$ cat src/rtl/rgbq_pkg.sv
package rgbq_pkg;

  typedef struct packed {
    logic [7:0] red_top_left;
    logic [7:0] green_top_left;
    logic [7:0] blue_top_left;
    logic [7:0] red_top_right;
    logic [7:0] green_top_right;
    logic [7:0] blue_top_right;
    logic [7:0] red_bottom_left;
    logic [7:0] green_bottom_left;
    logic [7:0] blue_bottom_left;
    logic [7:0] red_bottom_right;
    logic [7:0] green_bottom_right;
    logic [7:0] blue_bottom_right;
  } pixel_t;

  typedef struct packed {
    logic [7:0] luma_top_left;
    logic [7:0] luma_top_right;
    logic [7:0] luma_bottom_left;
    logic [7:0] luma_bottom_right;
    logic [7:0] chroma_blue;
    logic [7:0] chroma_red;
  } ycc_t;

  // load enables of the three pipeline stages
  typedef struct packed {
    logic s1;
    logic s2;
    logic s3;
  } adv_t;

  localparam logic [7:0] LUMA_KR     = 8'd66;
  localparam logic [7:0] LUMA_KG     = 8'd129;
  localparam logic [7:0] LUMA_KB     = 8'd25;
  localparam int         LUMA_SHIFT  = 8;
  localparam logic [7:0] LUMA_OFFSET = 8'd16;

  localparam logic [6:0] CB_KR = 7'd38;
  localparam logic [6:0] CB_KG = 7'd74;
  localparam logic [6:0] CB_KB = 7'd112;
  localparam logic [6:0] CR_KR = 7'd112;
  localparam logic [6:0] CR_KG = 7'd94;
  localparam logic [6:0] CR_KB = 7'd18;

  localparam int                CHROMA_SHIFT = 10;
  localparam logic signed [19:0] CHROMA_BIAS = 20'sd131072;

endpackage

$ cat src/rtl/rgbq_luma.sv
module rgbq_luma (
  input  logic              clk,
  input  rgbq_pkg::adv_t    adv,
  input  logic [7:0]        red,
  input  logic [7:0]        green,
  input  logic [7:0]        blue,
  output logic [7:0]        luma
);

  logic [14:0] prod_r;
  logic [15:0] prod_g;
  logic [12:0] prod_b;
  logic [15:0] sum;
  logic [7:0]  luma_s2;

  assign sum = {1'b0, prod_r} + prod_g + {3'b000, prod_b};

  always_ff @(posedge clk) begin
    if (adv.s1) begin
      prod_r <= {7'd0, red}   * {7'd0, rgbq_pkg::LUMA_KR};
      prod_g <= {8'd0, green} * {8'd0, rgbq_pkg::LUMA_KG};
      prod_b <= {5'd0, blue}  * {5'd0, rgbq_pkg::LUMA_KB};
    end
    if (adv.s2) begin
      luma_s2 <= sum[15:rgbq_pkg::LUMA_SHIFT] + rgbq_pkg::LUMA_OFFSET;
    end
    if (adv.s3) begin
      luma <= luma_s2;
    end
  end

endmodule

$ cat src/rtl/rgbq_chroma.sv
module rgbq_chroma (
  input  logic              clk,
  input  rgbq_pkg::adv_t    adv,
  input  rgbq_pkg::pixel_t  pix,
  output logic [7:0]        chroma_blue,
  output logic [7:0]        chroma_red
);

  logic [9:0]  sum_r;
  logic [9:0]  sum_g;
  logic [9:0]  sum_b;
  logic [16:0] cb_r, cb_g, cb_b;
  logic [16:0] cr_r, cr_g, cr_b;
  logic signed [19:0] cb_t;
  logic signed [19:0] cr_t;

  // biased by 128 << 10 so the shift below gives floor + offset
  assign cb_t = rgbq_pkg::CHROMA_BIAS - $signed({3'b000, cb_r}) - $signed({3'b000, cb_g})
              + $signed({3'b000, cb_b});
  assign cr_t = rgbq_pkg::CHROMA_BIAS + $signed({3'b000, cr_r}) - $signed({3'b000, cr_g})
              - $signed({3'b000, cr_b});

  always_ff @(posedge clk) begin
    if (adv.s1) begin
      sum_r <= {2'b00, pix.red_top_left} + {2'b00, pix.red_top_right}
             + {2'b00, pix.red_bottom_left} + {2'b00, pix.red_bottom_right};
      sum_g <= {2'b00, pix.green_top_left} + {2'b00, pix.green_top_right}
             + {2'b00, pix.green_bottom_left} + {2'b00, pix.green_bottom_right};
      sum_b <= {2'b00, pix.blue_top_left} + {2'b00, pix.blue_top_right}
             + {2'b00, pix.blue_bottom_left} + {2'b00, pix.blue_bottom_right};
    end
    if (adv.s2) begin
      cb_r <= {7'd0, sum_r} * {10'd0, rgbq_pkg::CB_KR};
      cb_g <= {7'd0, sum_g} * {10'd0, rgbq_pkg::CB_KG};
      cb_b <= {7'd0, sum_b} * {10'd0, rgbq_pkg::CB_KB};
      cr_r <= {7'd0, sum_r} * {10'd0, rgbq_pkg::CR_KR};
      cr_g <= {7'd0, sum_g} * {10'd0, rgbq_pkg::CR_KG};
      cr_b <= {7'd0, sum_b} * {10'd0, rgbq_pkg::CR_KB};
    end
    if (adv.s3) begin
      chroma_blue <= cb_t[19] ? 8'd0 : cb_t[17:rgbq_pkg::CHROMA_SHIFT];
      chroma_red  <= cr_t[19] ? 8'd0 : cr_t[17:rgbq_pkg::CHROMA_SHIFT];
    end
  end

endmodule

$ cat src/rtl/rgb_quad_to_ycbcr_420_top.sv
// channel | valid       | stall       | payload                  | carries
// input   | pixel_valid | pixel_stall | pixel_data (pixel_t)     | rgb of one 2x2 quad
// output  | ycc_valid   | ycc_stall   | ycc_data (ycc_t)         | four luma, cb, cr
//
// three register stages: luma products and chroma sums, luma sums and chroma products, chroma combine
// one quad per cycle when the output is not stalled
// a stage loads whenever it is empty or the stage after it moves, so bubbles close up
// pixel_stall follows ycc_stall only once all three stages hold a quad
// rst clears the stage valid bits; data registers are not reset
module rgb_quad_to_ycbcr_420_top (
  input  logic              clk,
  input  logic              rst,
  input  logic              pixel_valid,
  output logic              pixel_stall,
  input  rgbq_pkg::pixel_t  pixel_data,
  output logic              ycc_valid,
  input  logic              ycc_stall,
  output rgbq_pkg::ycc_t    ycc_data
);

  logic           v1;
  logic           v2;
  logic           v3;
  rgbq_pkg::adv_t adv;

  always_comb begin
    adv.s3 = !v3 || !ycc_stall;
    adv.s2 = !v2 || adv.s3;
    adv.s1 = !v1 || adv.s2;
  end

  assign pixel_stall = !adv.s1;
  assign ycc_valid   = v3;

  always_ff @(posedge clk) begin
    if (rst) begin
      v1 <= 1'b0;
      v2 <= 1'b0;
      v3 <= 1'b0;
    end else begin
      if (adv.s1) v1 <= pixel_valid;
      if (adv.s2) v2 <= v1;
      if (adv.s3) v3 <= v2;
    end
  end

  rgbq_luma u_luma_tl (
    .clk   (clk),
    .adv   (adv),
    .red   (pixel_data.red_top_left),
    .green (pixel_data.green_top_left),
    .blue  (pixel_data.blue_top_left),
    .luma  (ycc_data.luma_top_left)
  );

  rgbq_luma u_luma_tr (
    .clk   (clk),
    .adv   (adv),
    .red   (pixel_data.red_top_right),
    .green (pixel_data.green_top_right),
    .blue  (pixel_data.blue_top_right),
    .luma  (ycc_data.luma_top_right)
  );

  rgbq_luma u_luma_bl (
    .clk   (clk),
    .adv   (adv),
    .red   (pixel_data.red_bottom_left),
    .green (pixel_data.green_bottom_left),
    .blue  (pixel_data.blue_bottom_left),
    .luma  (ycc_data.luma_bottom_left)
  );

  rgbq_luma u_luma_br (
    .clk   (clk),
    .adv   (adv),
    .red   (pixel_data.red_bottom_right),
    .green (pixel_data.green_bottom_right),
    .blue  (pixel_data.blue_bottom_right),
    .luma  (ycc_data.luma_bottom_right)
  );

  rgbq_chroma u_chroma (
    .clk         (clk),
    .adv         (adv),
    .pix         (pixel_data),
    .chroma_blue (ycc_data.chroma_blue),
    .chroma_red  (ycc_data.chroma_red)
  );

endmodule

$ cat config.mk
export PLATFORM = sky130hd
export DESIGN_NAME = rgb_quad_to_ycbcr_420_top
export DESIGN_NICKNAME = d
export VERILOG_FILES = /design/src/rtl/rgbq_pkg.sv /design/src/rtl/rgbq_luma.sv /design/src/rtl/rgbq_chroma.sv /design/src/rtl/rgb_quad_to_ycbcr_420_top.sv
export SDC_FILE = /design/constraint.sdc
export NUM_CORES = 1
export LEC_CHECK = 0
export ABC_AREA = 0
export BUFFER_PORTS_ARGS = -buffer_cell sky130_fd_sc_hd__buf_2
export CAP_MARGIN = 20
export CORE_UTILIZATION = 50
export DETAILED_ROUTE_END_ITERATION = 6
export GPL_TIMING_DRIVEN = 0
export HOLD_SLACK_MARGIN = 0.15
export PLACE_DENSITY_LB_ADDON = 0.05
export SLEW_MARGIN = 20
export SYNTH_ARGS = -nofsm -noshare
export SYNTH_HDL_FRONTEND = slang
export SYNTH_HIERARCHICAL = 1
export SYNTH_SLANG_ARGS = --single-unit
$ cat constraint.sdc
create_clock -name clk -period 13.59 [get_ports clk]
set_input_delay 0.6795 -clock clk [delete_from_list [all_inputs] [get_ports clk]]
set_output_delay 0.6795 -clock clk [all_outputs]
set_load 0.05 [all_outputs]
==> results.sh <==
export IMPL_required_ps=13880
export IMPL_cts_tree="built"
export IMPL_boundaryPins=150
export IMPL_finalClockSkew_ps=19.9
export IMPL_hold_viol=0
export IMPL_period_share_pct=34.5
export IMPL_num_vias=15600
export IMPL_cts_resized_gates=0
export IMPL_path_cells="inv_1 > fa_1 > fa_1 > fa_1 > inv_1 > ha_1 > o21a_1 > o31a_2 > nor4_1 > or4_1 > and4b_4 > a21oi_2 > xor2_1"
export IMPL_cts_hold_buf=0
export IMPL_die_height_um=232
export IMPL_grt_pass1_wl_um=88400
export IMPL_io_buffers=149
export IMPL_drt_wirelength_per_cell_um=18.8
export IMPL_synth_nets=2762
export IMPL_min_period_ps=4690
export IMPL_cts_root_buf="clkbuf_16"
export IMPL_setup_viol=0
export IMPL_cpMostUsedCell="fa_1"
export IMPL_mostFrequentLayoutCells="ha_1, edfxtp_1, inv_1, fa_1, buf_2"
export IMPL_cp_slowest_cell="fa_1"
export IMPL_cp_slowest_stage_delay_ps=580
export IMPL_clkSlewWorstSetupHoldPaths_ps=60
export IMPL_synthFlopType="edfxtp_1"
export IMPL_routed_wirelength_um=56000
export IMPL_grt_pass1_vias=16400
export IMPL_viasPerCell=5.24
export IMPL_postCtsSetupRepairBufs=0
export IMPL_dieArea_um2=53800
export IMPL_max_freq_mhz=213
export IMPL_hold_class="primary input to register"
export IMPL_syn_inst=2058
export IMPL_path_class="register to register"
export IMPL_async_flop_share_pct=0
export IMPL_nets=2964
export IMPL_status="complete, no violations"
export IMPL_postRouteAntennaNets=0
export IMPL_slew_headroom_pct=46.6
export IMPL_grt_max_degree=50
export IMPL_grt_use_total_pct=21.8
export IMPL_holdWs_ps=288
export IMPL_drc_errors=0
export IMPL_synth_ff_latch_count=368
export IMPL_synth_cell_types=73
export IMPL_drt_iter0_markers=588
export IMPL_insertion_delay_ps=570
export IMPL_die_w_um=232
export IMPL_crit_arrival_ps=4980
export IMPL_syn_avg_cell_area_um2=12.8
export IMPL_cts_max_path_buffers=3
export IMPL_endpoint_kind="register"
export IMPL_grt_remaining_overflow=0
export IMPL_rsz0062_at_grt="false"
export IMPL_cts_buffers_inserted=43
export IMPL_synthTopCellsByArea="edfxtp_1, ha_1, fa_1, inv_1, xnor2_1"
export IMPL_tightest_slew_ps=792
export IMPL_maxCapViolCount=0
export IMPL_cp_max_fo=5
export IMPL_finalWeightedCongestion=0.859
export IMPL_layout_commonest_cell="ha_1"
export IMPL_syn_cell_area_um2=26400
export IMPL_slew_viol_final=0
export IMPL_start_kind="register"
export IMPL_drive_gt1_share_pct=11.7
export IMPL_final_setup_tns_ps=0
export IMPL_first_pass_iters=4
export IMPL_synth_top_area_cell="edfxtp_1"
export IMPL_htreeDepth=2
export IMPL_area_growth_pct=11.9
export IMPL_post_route_util_pct=57.1
export IMPL_clkSinkCount=368
export IMPL_rows=83
export IMPL_synth_seq_area_share_pct=41.7
export IMPL_grt_antenna_before_repair=3
export IMPL_ys_warn_count=6
export IMPL_dp_hpwl_um=45800
export IMPL_synth_top_area_share_pct=41.4
export IMPL_synth_edff_count=365
export IMPL_initial_utilization_pct=51.0
export IMPL_antenna_cells=0
export IMPL_coreArea_um2=51800
## per-stage QoR
step                      setup slack (ps)  std cells  cell area [um2]
after floorplan                       6710       2058            26400
after global placement                5540       2887            28000
after detailed placement              8890       2895            28200
after CTS                             8850       2972            29600
after global routing                  8760       2972            29600
final                                 8900       2972            29600
## state kept, by name (all words and copies together), names as in the netlist, 14 cells and up
register          count
u_luma_bl/prod_r     14
u_luma_tl/prod_r     14
u_luma_br/prod_r     14
u_luma_tr/prod_r     14
u_luma_tr/prod_g     16
u_chroma/cb_g        15
u_chroma/cr_b        14
u_luma_tl/prod_g     16
u_luma_bl/prod_g     16
u_chroma/cr_g        16
u_luma_br/prod_g     16
## final cells by class
class | count | area, um2
multi-input combinational | 1397 | 14400
sequential | 368 | 11000
fill | 4284 | 22200
clock inverter | 25 | 190
timing repair buffer | 157 | 913
inverter | 293 | 1100
clock buffer | 52 | 1170
tap | 680 | 851
## layer usage
| metal | global-route usage, % | part of all wire [%] | vias to the layer above | routed length, um |
|---|---|---|---|---|
| li1 | - | - | 7664 | - |
| met1 | 27.3 | 43 | 7578 | 24300 |
| met2 | 37.2 | 49 | 222 | 27300 |
| met3 | 3.92 | 3.8 | 91 | 2140 |
| met4 | 8.43 | 3.9 | 6 | 2210 |
| met5 | 0 | 0.061 | - | 34 |
## final timing paths
check,start,to,slack (ps),cells past startpoint
min reg2reg,u_luma_tr/luma_s2[7],u_luma_tr/luma[7],410,0
max reg2reg,u_chroma/sum_g[5],u_chroma/cr_g[16],8900,13
min,rst,v1,290,2
max,u_chroma/sum_g[5],u_chroma/cr_g[16],8900,13
## cells by family after synthesis
group / synth area share (%)
flops: 41.7
fa+ha+maj: 34.0
simple gates: 6.15
compound gates: 7.48
mux: 0.170
xor+xnor: 6.34
buf+inv: 4.16
## worst max-delay path, delay by kind of cell (launching register included)
kind	cells	cell delay, ps
adders and majority gates	4	1900
xor gates and xnor gates	1	520
DFF	1	520
buffers and inverters	2	200
AOI/OAI and AO/OA	3	480
and+or+nand+nor	3	810
## Yosys cell counts (4+ instances only)
master	count
and3_1	12
nor3_1	37
a21oi_1	87
xnor2_1	111
nand2_1	56
a21oi_2	4
mux2_2	4
xor2_2	4
nor2_1	70
o21ai_0	60
and4b_2	4
o21bai_1	8
ha_1	412
fa_1	192
xor2_1	73
nor2b_1	34
nor4_1	6
or3_1	6
nand3_1	27
nand4b_1	4
o21ai_1	8
nand2b_1	20
a211oi_1	13
a21boi_0	10
nor3b_1	5
a21o_1	33
inv_1	293
edfxtp_1	365
a31oi_1	8
o21a_1	24
Power is left out: the tool's default activity adds up to more than one toggle a clock period on the data nets, which glitch-free logic cannot reach.
